**src/hdl/ssw_pkg.sv**
```systemverilog
// Shared types, codes and helpers for the string slot table with write-back.
package ssw_pkg;

  localparam int CHARS = 14;

  typedef logic [CHARS-1:0][7:0] text_t;

  localparam logic [2:0] OP_UPDATE    = 3'd0;
  localparam logic [2:0] OP_TICK      = 3'd1;
  localparam logic [2:0] OP_BUS_DONE  = 3'd2;
  localparam logic [2:0] OP_ADD       = 3'd3;
  localparam logic [2:0] OP_DELETE    = 3'd4;

  localparam logic [1:0] ST_NONE      = 2'd0;
  localparam logic [1:0] ST_STARTED   = 2'd1;
  localparam logic [1:0] ST_DROPPED   = 2'd2;
  localparam logic [1:0] ST_NOT_FOUND = 2'd3;

  localparam logic [1:0] CFG_WRITE_CYCLE_MS = 2'd0;
  localparam logic [1:0] CFG_TABLE_BASE     = 2'd1;

  localparam logic [7:0]  WRITE_CYCLE_MS_RESET = 8'd5;
  localparam logic [15:0] TABLE_BASE_RESET     = 16'd16;

  typedef struct packed {
    logic       clr_wr;
    logic       scan_rst;
    logic       rd_scan;
    logic       rd_active;
    logic       hit_wr;
    logic       latch;
    logic       start_wb;
    logic       byte_inc;
    logic       bus_clr;
    logic       bus_set;
    logic       ms_tick;
    logic       ms_clr;
    logic       out_load;
    logic       out_wv;
    logic       out_busy;
    logic [1:0] out_st;
  } ctrl_cmd_t;

  typedef struct packed {
    logic [2:0] op;
    logic       hit;
    logic       chk_last;
    logic       scan_last;
    logic       elapsed_ge;
    logic       bus_flag;
    logic       is_delete;
    logic       byte_done;
    logic       byte_zero;
    logic       out_free;
  } ctrl_stat_t;

  function automatic text_t normalize(input logic [55:0] lo, input logic [55:0] hi);
    text_t      t;
    logic       ended;
    logic [7:0] c;
    ended = 1'b0;
    for (int i = 0; i < CHARS; i++) begin
      c = (i < 7) ? lo[8*i +: 8] : hi[8*(i-7) +: 8];
      if (c == 8'd0) ended = 1'b1;
      t[i] = ended ? 8'd0 : c;
    end
    return t;
  endfunction

endpackage

```
**src/hdl/ssw_ctrl.sv**
```systemverilog
// Controller: item sequencing, table scan, clearing pass and write-back state machine.
module ssw_ctrl (
  input  logic                clk,
  input  logic                rst,
  input  logic                in_valid,
  input  logic [2:0]          in_op,
  output logic                in_ready,
  input  ssw_pkg::ctrl_stat_t stat,
  output ssw_pkg::ctrl_cmd_t  cmd
);

  localparam logic [2:0] S_CLEAR      = 3'd0;
  localparam logic [2:0] S_IDLE       = 3'd1;
  localparam logic [2:0] S_SCAN_FIRST = 3'd2;
  localparam logic [2:0] S_SCAN       = 3'd3;
  localparam logic [2:0] S_FINISH     = 3'd4;

  localparam logic [1:0] SEQ_IDLE       = 2'd0;
  localparam logic [1:0] SEQ_ISSUE      = 2'd1;
  localparam logic [1:0] SEQ_WAIT_BUS   = 2'd2;
  localparam logic [1:0] SEQ_WAIT_CYCLE = 2'd3;

  logic [2:0] state;
  logic [2:0] state_next;
  logic [1:0] seq;
  logic [1:0] seq_next;
  logic       found;
  logic       found_next;

  always_comb begin
    cmd        = '0;
    state_next = state;
    seq_next   = seq;
    found_next = found;
    in_ready   = 1'b0;
    case (state)
      S_CLEAR: begin
        cmd.clr_wr = 1'b1;
        if (stat.scan_last) state_next = S_IDLE;
      end
      S_IDLE: begin
        in_ready = 1'b1;
        if (in_valid) begin
          cmd.latch  = 1'b1;
          found_next = 1'b0;
          if (in_op == ssw_pkg::OP_ADD || in_op == ssw_pkg::OP_DELETE) begin
            cmd.scan_rst = 1'b1;
            state_next   = S_SCAN_FIRST;
          end else begin
            if (in_op == ssw_pkg::OP_UPDATE &&
                (seq == SEQ_ISSUE || (seq == SEQ_WAIT_CYCLE && stat.elapsed_ge))) begin
              cmd.rd_active = 1'b1;
            end
            state_next = S_FINISH;
          end
        end
      end
      S_SCAN_FIRST: begin
        cmd.rd_scan = 1'b1;
        state_next  = S_SCAN;
      end
      S_SCAN: begin
        if (stat.hit) begin
          cmd.hit_wr = 1'b1;
          found_next = 1'b1;
          state_next = S_FINISH;
        end else if (stat.chk_last) begin
          state_next = S_FINISH;
        end else begin
          cmd.rd_scan = 1'b1;
        end
      end
      S_FINISH: begin
        if (stat.out_free) begin
          cmd.out_load = 1'b1;
          state_next   = S_IDLE;
          case (stat.op)
            ssw_pkg::OP_UPDATE: begin
              case (seq)
                SEQ_ISSUE: begin
                  cmd.out_wv  = 1'b1;
                  cmd.bus_clr = 1'b1;
                  seq_next    = SEQ_WAIT_BUS;
                end
                SEQ_WAIT_BUS: begin
                  if (stat.bus_flag) begin
                    cmd.ms_clr = 1'b1;
                    seq_next   = SEQ_WAIT_CYCLE;
                  end
                end
                SEQ_WAIT_CYCLE: begin
                  if (stat.elapsed_ge) begin
                    if (stat.is_delete || stat.byte_done || stat.byte_zero) begin
                      seq_next = SEQ_IDLE;
                    end else begin
                      cmd.byte_inc = 1'b1;
                      seq_next     = SEQ_ISSUE;
                    end
                  end
                end
                default: ;
              endcase
            end
            ssw_pkg::OP_TICK:     cmd.ms_tick = 1'b1;
            ssw_pkg::OP_BUS_DONE: cmd.bus_set = 1'b1;
            ssw_pkg::OP_ADD, ssw_pkg::OP_DELETE: begin
              if (!found) begin
                cmd.out_st = ssw_pkg::ST_NOT_FOUND;
              end else if (seq == SEQ_IDLE) begin
                cmd.start_wb = 1'b1;
                cmd.out_st   = ssw_pkg::ST_STARTED;
                seq_next     = SEQ_ISSUE;
              end else begin
                cmd.out_st = ssw_pkg::ST_DROPPED;
              end
            end
            default: ;
          endcase
          cmd.out_busy = (seq_next != SEQ_IDLE);
        end
      end
      default: state_next = S_IDLE;
    endcase
  end

  always_ff @(posedge clk) begin
    if (rst) begin
      state <= S_CLEAR;
      seq   <= SEQ_IDLE;
      found <= 1'b0;
    end else begin
      state <= state_next;
      seq   <= seq_next;
      found <= found_next;
    end
  end

endmodule
```
**config.mk**
```make
export PLATFORM = sky130hd
export DESIGN_NAME = ssw_ctrl
export DESIGN_NICKNAME = d
export VERILOG_FILES = /design/src/hdl/ssw_pkg.sv /design/src/hdl/ssw_ctrl.sv
export SDC_FILE = /design/constraint.sdc
export NUM_CORES = 1
export LEC_CHECK = 0
export ABC_AREA = 1
export BUFFER_PORTS_ARGS = -buffer_cell sky130_fd_sc_hd__buf_4
export CORE_UTILIZATION = 40
export CTS_CLUSTER_DIAMETER = 30
export DETAILED_ROUTE_END_ITERATION = 10
export PLACE_DENSITY = 0.84
export SETUP_SLACK_MARGIN = 0.2
export SLEW_MARGIN = 25
export SYNTH_ARGS = -nofsm -noshare
export SYNTH_HDL_FRONTEND = slang
export SYNTH_SLANG_ARGS = --single-unit
export TNS_END_PERCENT = 1
```
**constraint.sdc**
```tcl
create_clock -name clk -period 1.8 [get_ports clk]
set_input_delay 0.09 -clock clk [delete_from_list [all_inputs] [get_ports clk]]
set_output_delay 0.09 -clock clk [all_outputs]
set_load 0.02 [all_outputs]
```
# Word-level counts from Yosys, hierarchy flattened
# Index checks and enable logic that the tools add are counted.
# W data, S select, Z words.
[op_classes] eq_ne=18 mux=54 n_reduce_logical=16
[ops] cell="$mux W1" count=31
[ops] cell="$mux W11" count=2
[ops] cell="$mux W2" count=10
[ops] cell="$mux W3" count=6
[ops] cell="$eq A3 B2 Y1 const B" count=5
[ops] cell="$pmux W3 S5" count=1
[ops] cell="$eq A3 B3 Y1 const B" count=3
[ops] cell="$logic_not A3 Y1" count=3
[ops] cell="$ne A2 B2 Y1 const B" count=4
[ops] cell="$eq A3 B1 Y1 const B" count=2
[ops] cell="$pmux W2 S3" count=1
[ops] cell="$eq A2 B2 Y1 const B" count=2
[ops] cell="$logic_or A1 B1 Y1" count=4
[ops] cell="$pmux W1 S2" count=2
[ops] cell="$pmux W2 S2" count=1
[ops] cell="$reduce_and A4 Y1" count=1
[ops] cell="$reduce_bool A2 Y1" count=2
[ops] cell="$ne A3 B3 Y1 const B" count=1
[ops] cell="$reduce_and A3 Y1" count=1
[ops] cell="$eq A2 B1 Y1 const B" count=1
[ops] cell="$logic_and A1 B1 Y1" count=2
[ops] cell="$logic_not A2 Y1" count=1
[ops] cell="$reduce_and A2 Y1" count=1
[ops] cell="$reduce_or A2 Y1" count=1
[word_totals] input_bits=18 register_bits=6 out_inout_bits=18

# Longest topological paths before layout
# Gate-level depths: netlist of the first run.
[depth] ltp_word=11 ltp_mapped=9 depth_no_buf=9

# Least setup slack after synthesis of the first run
# No wires, ideal clock.
[synth_timing] path_type="register to output" from="register state[1]" to="output port cmd[8] (netlist name)" stages_incl_launch_ff=7 setup_slack_ps=-66 t_required_ps=1710 n_path_buf=1 arrival_time_ps=1776 path_cell_list="dfxtp_1 nor2_1 inv_1 nor3_4 nand3_2 nor3_1 buf_4"
[synth_rtl] element="from (decl)" line="ssw_ctrl.sv:23" source="logic [2:0] state;"
[synth_rtl] element="from (signal assigned)" line="ssw_ctrl.sv:132" source="state <= state_next;"
[synth_rtl] element="to (decl)" line="ssw_ctrl.sv:9" source="output ssw_pkg::ctrl_cmd_t cmd"

==> results.md, run 1 <==
* Final Instance Area at 0.00100 mm²
* Post-Syn Area at 596 µm²
* Initial antenna violation count at 0
* Rows at 13
* Worst-margin pin slew at 0.379 ns
* Core area at 0.00135 mm²
* Synth Register Bits at 6
* Leak at 0.512 nW
* DRT Pass-1 Iters at 4
* Die area at 0.00165 mm²
* WHS Endpoint: state[2]
* Proportion of layout cells with a drive suffix above 1 at 44.9%
* Via count of the first global-routing pass at 703
* # IOs at 36
* VDD IR max at 718 µV
* Longest Clk Path Bufs at 2
* Horiz. Die Dim at 40.6 µm
* Clock latency on the worst-skew pair at 0.24 ns
* Synth Area per Inst at 5.73 µm²
* Outcome: finished clean
* Tcrit/Tclk final at 87.7%
* Total track usage at 24.6%
* Gr ovfl total at 0
* Reg2Reg Launch Point: state[0]
* CP Capture Type: primary output
* Final WL at 1.84 mm
* Yosys cell types at 21
* Final clock skew at 0.00363 ns
* CP Launch Type: flip-flop
* Die H at 40.6 µm
* Power Dens Cells at 887 mW/mm²
* Max_cap viols at 0
* Fmax at 633 MHz
* Hold buffer count at CTS at 0
* Unrepaired setup endpoints after global routing: yes
* Critical Path AT at 1.49 ns
* Yosys top cell area share at 20.2%
* Final setup TNS at 0 ns
* Commonest non-fill, non-tap cell in the layout: buf_4
* Largest net degree at the start of global routing at 10
* Starting density of the core at 44.1%
* Hold depth at 2
* Clk sinks at 6
* Syn_nets at 122
* Post-DRT Antenna Nets at 0
* Remaining routing DRC violations at 0
* WL/cell at 11.4 µm
* Root buf cell: clkbuf_4
* Routed vias at 820
* Gate Count Post-Synth at 104
* Min-delay src: rst
* Final Max Tran Viols at 0
* Relative slew slack at 74.7%
* Synth-to-Final Area Change at 68.1%
* CTS tree: yes
* Commonest cells after routing, fill and taps aside: 39 x buf_4, 24 x nand2_1, 18 x inv_1, 13 x nor2_1
* R2r setup slk at 0.54 ns
* Final hold violations at 0
* Worst reg2reg path depth at 9
* Hold WC Path Type: in -> reg
* Crit path max fanout at 5
* Final nets at 167
* Vias/cell at 5.06
* WP data required at 1.71 ns
* # H-tree levels at 1
* Critical setup path kind: reg -> out
* Placer Congestion at 0.799
* CTS Buf Count at 3
* Largest area contributor in the netlist: dfxtp_1
* Final Critical Period at 1.58 ns
* Yosys warns at 0
* Reg-to-reg endpoint: state[0]
* Worst hold margin at 0.0513 ns
* Endpoints failing setup at 0
* Top post-synthesis cells by area: dfxtp_1 20%, nand2_1 16%, inv_1 12%, nor2_1 9.5%, a21oi_1 5.9%
* Seq/Total Area, Yosys at 20.2%
* Post-detail-place hpwl at 1.41 mm
* First-pass GRT wire length at 2.74 mm
* Ant. Diodes at 0
* Placed Instance Area at 876 µm²
* # port buffers at 35
* CTS clk-pin slew, worst paths at 0.04 ns
* First DRT Iteration DRCs at 18
stage by stage:
step                      power (mW)  cells  util, %  worst slack, ns
after CTS                      0.854    161     72.0            0.176
after floorplan                0.486    104        -            0.155
final                          0.888    162     74.1            0.221
after global routing           0.955    162     74.1           0.0870
after detailed placement       0.648    152     64.9            0.370
after global placement         0.639    152     64.9            0.439
what timing repair did:
action                     CTS  global route
setup endpoints to repair   10            11
pin swaps                    3             4
gates resized for setup      8             6
cloned                       0             0
buffers inserted             6             1
registers in the layout, summed over array words and instances (netlist names):
register	cells
state	3
seq	2
found	1
cells in the mapped netlist:
master / instances
nor4_2: 2
nand2_1: 25
o211ai_2: 1
inv_1: 19
o21ai_0: 4
nand3_2: 2
inv_2: 2
buf_2: 1
nor2_1: 15
dfxtp_1: 6
nand3b_1: 1
nor2_2: 2
nor4_1: 1
buf_4: 1
o21ai_2: 1
nand3_1: 7
nor3_4: 1
nor3b_1: 1
a21oi_1: 7
a211oi_1: 1
nor3_1: 4
cell type report:
| type | count | area [µm²] |
|---|---|---|
| Inverter | 21 | 78.8 |
| Clock buffer | 3 | 22.5 |
| Fill cell | 114 | 349 |
| Multi-Input combinational cell | 75 | 430 |
| Timing Repair Buffer | 42 | 327 |
| Tap cell | 15 | 18.8 |
| Sequential cell | 6 | 124 |
where the power goes:
group / internal (mW) / total (mW) / leakage (nW) / switching, mW
sequential: 0.166 / 0.196 / 0.0502 / 0.0290
clock: 0.0752 / 0.120 / 0.0138 / 0.0448
combinational: 0.248 / 0.572 / 0.448 / 0.324
total: 0.489 / 0.888 / 0.512 / 0.398
worst max-delay path: stages (launching register included):
cell and delay (ns):
dfxtp_1 0.32, nor2_2 0.15, inv_2 0.07, nor3_4 0.14
buf_6 0.15, nand3_4 0.09, nor3_4 0.17, buf_6 0.15
worst max path at each step:
stage                         end  startpoint  depth (start not counted)
after floorplan            cmd[8]    state[1]                          6
after global placement     cmd[9]    state[2]                          5
after detailed placement   cmd[3]    state[0]                          6
after CTS                  cmd[3]    state[1]                          7
after global routing      cmd[13]    state[0]                          7
final                      cmd[8]    state[0]                          7
routing by layer:
| metal | global-route usage [%] | vias up | wire [µm] |
|---|---|---|---|
| li1 | - | 419 | - |
| met1 | 22.6 | 361 | 665 |
| met2 | 52.4 | 38 | 1050 |
| met3 | 7.78 | 2 | 119 |
| met4 | 1.67 | 0 | 8 |
| met5 | 0 | - | 0 |
cell families after synthesis:
family | share of synthesized area [%]
flops | 20.2
simple gates | 50.4
compound gates | 14.1
buf+inv | 15.3
(Power assumes the default switching activity.)
==> inputs of run 2 (changes only) <==
--- a/config.mk
+++ b/config.mk
@@ -8,6 +8,7 @@
 export ABC_AREA = 1
 export BUFFER_PORTS_ARGS = -buffer_cell sky130_fd_sc_hd__buf_4
 export CORE_UTILIZATION = 40
+export CTS_BUF_LIST = sky130_fd_sc_hd__clkbuf_16
 export CTS_CLUSTER_DIAMETER = 30
 export DETAILED_ROUTE_END_ITERATION = 10
 export PLACE_DENSITY = 0.84
==> results.md, run 2 (synthesized netlist as in run 1, its figures left out) <==
* Initial antenna violation count at 0 (unchanged)
* Final clock skew at 0.00111 ns (was 0.00363 ns)
* Total track usage at 26.8% (was 24.6%)
* Hold buffer count at CTS at 0 (unchanged)
* CTS tree: yes (unchanged)
* # port buffers at 35 (unchanged)
* Commonest non-fill, non-tap cell in the layout: buf_4 (unchanged)
* CP Capture Type: primary output (unchanged)
* Critical Path AT at 1.50 ns (was 1.49 ns)
* Horiz. Die Dim at 40.6 µm (unchanged)
* First DRT Iteration DRCs at 12 (was 18)
* Relative slew slack at 70.0% (was 74.7%)
* Final WL at 2.10 mm (was 1.84 mm)
* Post-DRT Antenna Nets at 0 (unchanged)
* Fmax at 630 MHz (was 633 MHz)
* Commonest cells after routing, fill and taps aside: 41 x buf_4, 23 x nand2_1, 18 x inv_1, 12 x nor2_1 (was 39 x buf_4, 24 x nand2_1, 18 x inv_1, 13 x nor2_1)
* Die area at 0.00165 mm² (unchanged)
* # IOs at 36 (unchanged)
* Root buf cell: clkbuf_16 (was clkbuf_4)
* Core area at 0.00135 mm² (unchanged)
* Unrepaired setup endpoints after global routing: yes (unchanged)
* Clk sinks at 6 (unchanged)
* Final nets at 170 (was 167)
* CP max stage delay at 0.33 ns (was 0.32 ns)
* Max FFs per register at 3 (unchanged)
* Via count of the first global-routing pass at 730 (was 703)
* Cells along the critical path: nor2_4 -> inv_2 -> nor3_4 -> buf_6 -> nand3_4 -> nor4_4 -> buf_4 (was nor2_2 -> inv_2 -> nor3_4 -> buf_6 -> nand3_4 -> nor3_4 -> buf_6)
* Endpoints failing setup at 0 (unchanged)
* Gr ovfl total at 0 (unchanged)
* CTS Buf Count at 3 (unchanged)
* Fill cells at 91 (was 114)
* # H-tree levels at 1 (unchanged)
* WL/cell at 12.7 µm (was 11.4 µm)
* Critical setup path kind: reg -> out (unchanged)
* Tcrit/Tclk final at 88.1% (was 87.7%)
* Register bank with the most flops: state (unchanged)
* Longest Clk Path Bufs at 2 (unchanged)
* Final setup TNS at 0 ns (unchanged)
* Max_cap viols at 0 (unchanged)
* Crit path max fanout at 3 (was 5)
* WP data required at 1.71 ns (about the same)
* Placer Congestion at 0.799 (unchanged)
* Rows at 13 (unchanged)
* Proportion of layout cells with a drive suffix above 1 at 48.7% (was 44.9%)
* Hold WC Path Type: in -> reg (unchanged)
* Final Max Tran Viols at 0 (unchanged)
* Critical Path Slowest Stage Cell: dfxtp_2 (was dfxtp_1)
* Final hold violations at 0 (unchanged)
* Worst-margin pin slew at 0.445 ns (was 0.379 ns)
* DRT Pass-1 Iters at 4 (unchanged)
* Die H at 40.6 µm (unchanged)
* CTS clk-pin slew, worst paths at 0.03 ns (was 0.04 ns)
* Largest net degree at the start of global routing at 10 (unchanged)
* Post-detail-place hpwl at 1.41 mm (unchanged)
* Clock latency on the worst-skew pair at 0.23 ns (was 0.24 ns)
* Ant. Diodes at 0 (unchanged)
* CP Launch Type: flip-flop (unchanged)
* Remaining routing DRC violations at 0 (unchanged)
* Routed vias at 845 (was 820)
* First-pass GRT wire length at 2.88 mm (was 2.74 mm)
* Fin util at 82.7% (was 74.1%)
* Leak at 0.554 nW (was 0.512 nW)
* Top flop regs: state x3, seq x2, found x1 (unchanged)
* Final Critical Period at 1.59 ns (was 1.58 ns)
* Starting density of the core at 44.1% (unchanged)
* Power Dens Cells at 1130 mW/mm² (was 887 mW/mm²)
* Outcome: finished clean (unchanged)
* Vias/cell at 5.12 (was 5.06)
* VDD IR max at 1090 µV (was 718 µV)
* Synth-to-Final Area Change at 87.4% (was 68.1%)
run 2: what timing repair did:
item,in CTS,in global routing
resized for setup,8,16
pin swaps,3,5
setup endpoints to repair,7,15
buffers inserted,9,1
run 2: stage by stage:
step                setup WS, ns  area, µm²  instances  hold WS [ns]  total power, mW
finish                     0.213       1120        165        0.0757             1.26
global placement           0.439        876        152         0.296            0.639
CTS                        0.202       1050        164        0.0664             1.15
floorplan                  0.155        607        104         0.159            0.486
detailed placement         0.370        876        152         0.300            0.648
global route               0.128       1120        165        0.0778             1.34
run 2: worst max-delay path: cells and delay by family, from the launching register on:
family	cells	cell delay, ns
simple gates	4	0.57
buf+inv	3	0.36
flops	1	0.33
run 2: path summary, 6_finish.rpt:
check,cells after the start,from,endpoint,slack (ns)
max reg2reg,12,state[0],state[2],0.23
min,2,rst,state[0],0.08
max,7,state[0],cmd[10],0.21
min reg2reg,2,state[0],state[0],0.51
run 2: final cells by class:
class	count	area, µm²	share of cell area (%)
Tap cell	15	18.8	1.68
Sequential cell	6	129	11.5
Inverter	21	78.8	7.06
Timing Repair Buffer	45	353	31.6
Clock buffer	3	75.1	6.73
Multi-Input combinational cell	75	462	41.4
run 2: where the power goes:
| part | internal [mW] | switching, mW | leakage [nW] |
|---|---|---|---|
| logic | 0.326 | 0.371 | 0.466 |
| registers | 0.171 | 0.0363 | 0.0513 |
| clock network | 0.285 | 0.0712 | 0.0370 |
| total | 0.782 | 0.479 | 0.554 |
run 2: metal layers:
layer	GRT usage, %	vias to the layer above	share of wire [%]
met3	11.1	4	7.4
met2	57.1	41	58
met1	22.9	375	33
met4	1.67	0	1.5
met5	0	-	0
li1	-	425	-
==> inputs of run 3 (changes only) <==
--- a/config.mk
+++ b/config.mk
@@ -11,7 +11,7 @@
 export CTS_BUF_LIST = sky130_fd_sc_hd__clkbuf_16
 export CTS_CLUSTER_DIAMETER = 30
 export DETAILED_ROUTE_END_ITERATION = 10
-export PLACE_DENSITY = 0.84
+export PLACE_DENSITY_LB_ADDON = 0.08
 export SETUP_SLACK_MARGIN = 0.2
 export SLEW_MARGIN = 25
 export SYNTH_ARGS = -nofsm -noshare
==> results.md, run 3 (synthesized netlist as in run 1, its figures left out) <==
* Reg2Reg Launch Point: state[0] (unchanged)
* Relative slew slack at 74.5% (was 70.0%)
* Final WL at 1.92 mm (was 2.10 mm)
* Pint at 0.692 mW (was 0.782 mW)
* Die H at 40.6 µm (unchanged)
* Net switching power at 0.437 mW (was 0.479 mW)
* DR WL met2 at 1.09 mm (was 1.21 mm)
* Sw Ratio at 38.7% (was 38.0%)
* Tcrit/Tclk final at 89.6% (was 88.1%)
* Min-delay src: rst (unchanged)
* Crit path max fanout at 3 (unchanged)
* Initial antenna violation count at 0 (unchanged)
* Final Instance Area at 0.00106 mm² (was 0.00112 mm²)
* First-pass GRT wire length at 2.41 mm (was 2.88 mm)
* Outcome: finished clean (unchanged)
* Register bank with the most flops: state (unchanged)
* Synth-to-Final Area Change at 77.5% (was 87.4%)
* CTS Buf Count at 3 (unchanged)
* Top layer in use: met4 (unchanged)
* WP data required at 1.71 ns (about the same)
* Gr ovfl total at 0 (unchanged)
* Hold buffer count at CTS at 0 (unchanged)
* Clock share of power at 32.0% (was 28.2%)
* Longest Clk Path Bufs at 2 (unchanged)
* DRT Pass-1 Iters at 4 (unchanged)
* VDD IR max at 854 µV (was 1090 µV)
* Die area at 0.00165 mm² (unchanged)
* Fmax at 620 MHz (was 630 MHz)
* Largest net degree at the start of global routing at 10 (unchanged)
* Wl on met1 at 731 µm (was 702 µm)
* Final Critical Period at 1.61 ns (was 1.59 ns)
* # port buffers at 35 (unchanged)
* Placer Congestion at 0.727 (was 0.799)
* Seq pwr share at 18.8% (was 16.4%)
* Clk sinks at 6 (unchanged)
* Hold WC Path Type: in -> reg (unchanged)
* CP Launch Type: flip-flop (unchanged)
* Root buf cell: clkbuf_16 (unchanged)
* Detail Route met3 WL at 89 µm (was 156 µm)
* Final clock skew at 0.000640 ns (was 0.00111 ns)
* Clock latency on the worst-skew pair at 0.23 ns (about the same)
* Post-Place Cells at 152 (unchanged)
* Worst setup path startpoint: state[1] (was state[0])
* # H-tree levels at 1 (unchanged)
* Final setup TNS at 0 ns (unchanged)
* Vias/cell at 5.12 (about the same)
* Max_cap viols at 0 (unchanged)
* Fin util at 78.3% (was 82.7%)
* Power Dens Cells at 1070 mW/mm² (was 1130 mW/mm²)
* First DRT Iteration DRCs at 13 (was 12)
* Core area at 0.00135 mm² (unchanged)
* Proportion of layout cells with a drive suffix above 1 at 44.5% (was 48.7%)
* Commonest cells after routing, fill and taps aside: 38 x buf_4, 24 x nand2_1, 18 x inv_1, 13 x nor2_1 (was 41 x buf_4, 23 x nand2_1, 18 x inv_1, 12 x nor2_1)
* WL/cell at 11.9 µm (was 12.7 µm)
* Remaining routing DRC violations at 0 (unchanged)
* Horiz. Die Dim at 40.6 µm (unchanged)
* Endpoints failing setup at 0 (unchanged)
* Top flop regs: state x3, seq x2, found x1 (unchanged)
* Final Max Tran Viols at 0 (unchanged)
* Rows at 13 (unchanged)
* Via count of the first global-routing pass at 631 (was 730)
* Leak at 0.531 nW (was 0.554 nW)
* Post-detail-place hpwl at 1.35 mm (was 1.41 mm)
* Combinational fraction of design power at 49.2% (was 55.3%)
* Critical Path AT at 1.52 ns (was 1.50 ns)
* Post-DRT Antenna Nets at 0 (unchanged)
* Unrepaired setup endpoints after global routing: yes (unchanged)
* Max FFs per register at 3 (unchanged)
* Worst-margin pin slew at 0.382 ns (was 0.445 ns)
* Final Non-Filler Cells at 161 (was 165)
* Routed vias at 824 (was 845)
* Commonest non-fill, non-tap cell in the layout: buf_4 (unchanged)
* CTS clk-pin slew, worst paths at 0.03 ns (about the same)
* CTS tree: yes (unchanged)
* Final hold violations at 0 (unchanged)
* Fill cells at 120 (was 91)
* Final nets at 166 (was 170)
* Ant. Diodes at 0 (unchanged)
* Total track usage at 22.6% (was 26.8%)
* # IOs at 36 (unchanged)
* CP Capture Type: primary output (unchanged)
* Critical setup path kind: reg -> out (unchanged)
* Starting density of the core at 44.1% (unchanged)
* Placed Instance Area at 876 µm² (unchanged)
## run 3: power groups by stage
stage               logic (mW)  registers [mW]  clock network (mW)
finish                   0.555           0.212               0.361
global route             0.600           0.218               0.376
CTS                      0.467           0.189               0.361
detailed placement       0.454           0.191                   0
global placement         0.452           0.189                   0
floorplan                0.301           0.185                   0
## run 3: critical path, stage by stage (launching register included)
cell	delay, ns
dfxtp_4	0.35
nor2_4	0.12
inv_2	0.06
nor3_4	0.19
buf_6	0.14
nand3_4	0.07
nor3_4	0.22
buf_6	0.15
## run 3: worst paths after layout
path         endpoint  slack (ns)  depth (start not counted)
max reg2reg  state[0]        0.51                          6
min reg2reg    seq[0]        0.54                          2
max            cmd[3]        0.19                          7
min          state[2]        0.06                          2
## run 3: repair_timing
action                     4_1_cts  5_1_grt
setup buffers                    4        2
resized for setup                1       17
pin swaps                        3        3
setup endpoints to repair        3       11
## run 3: final cells by class
class / count / area [µm²] / area share (%)
tap: 15 / 18.8 / 1.78
sequential: 6 / 129 / 12.2
clock buffer: 3 / 75.1 / 7.10
multi-input combinational: 75 / 437 / 41.3
timing repair buffer: 41 / 319 / 30.2
inverter: 21 / 78.8 / 7.46
## run 3: stage by stage
step | hold WS (ns) | setup slack, ns | total power [mW]
4_1_cts | 0.0684 | 0.183 | 1.02
6_report | 0.0624 | 0.188 | 1.13
3_3_place_gp | 0.297 | 0.447 | 0.641
3_5_place_dp | 0.304 | 0.426 | 0.645
2_1_floorplan | 0.159 | 0.155 | 0.486
5_1_grt | 0.0690 | 0.120 | 1.19
## run 3: routing by layer
| metal | vias to the layer above | global-route usage, % |
|---|---|---|
| met1 | 381 | 21.1 |
| li1 | 415 | - |
| met2 | 26 | 45.2 |
| met4 | 0 | 10.0 |
| met5 | - | 0 |
| met3 | 2 | 5.00 |
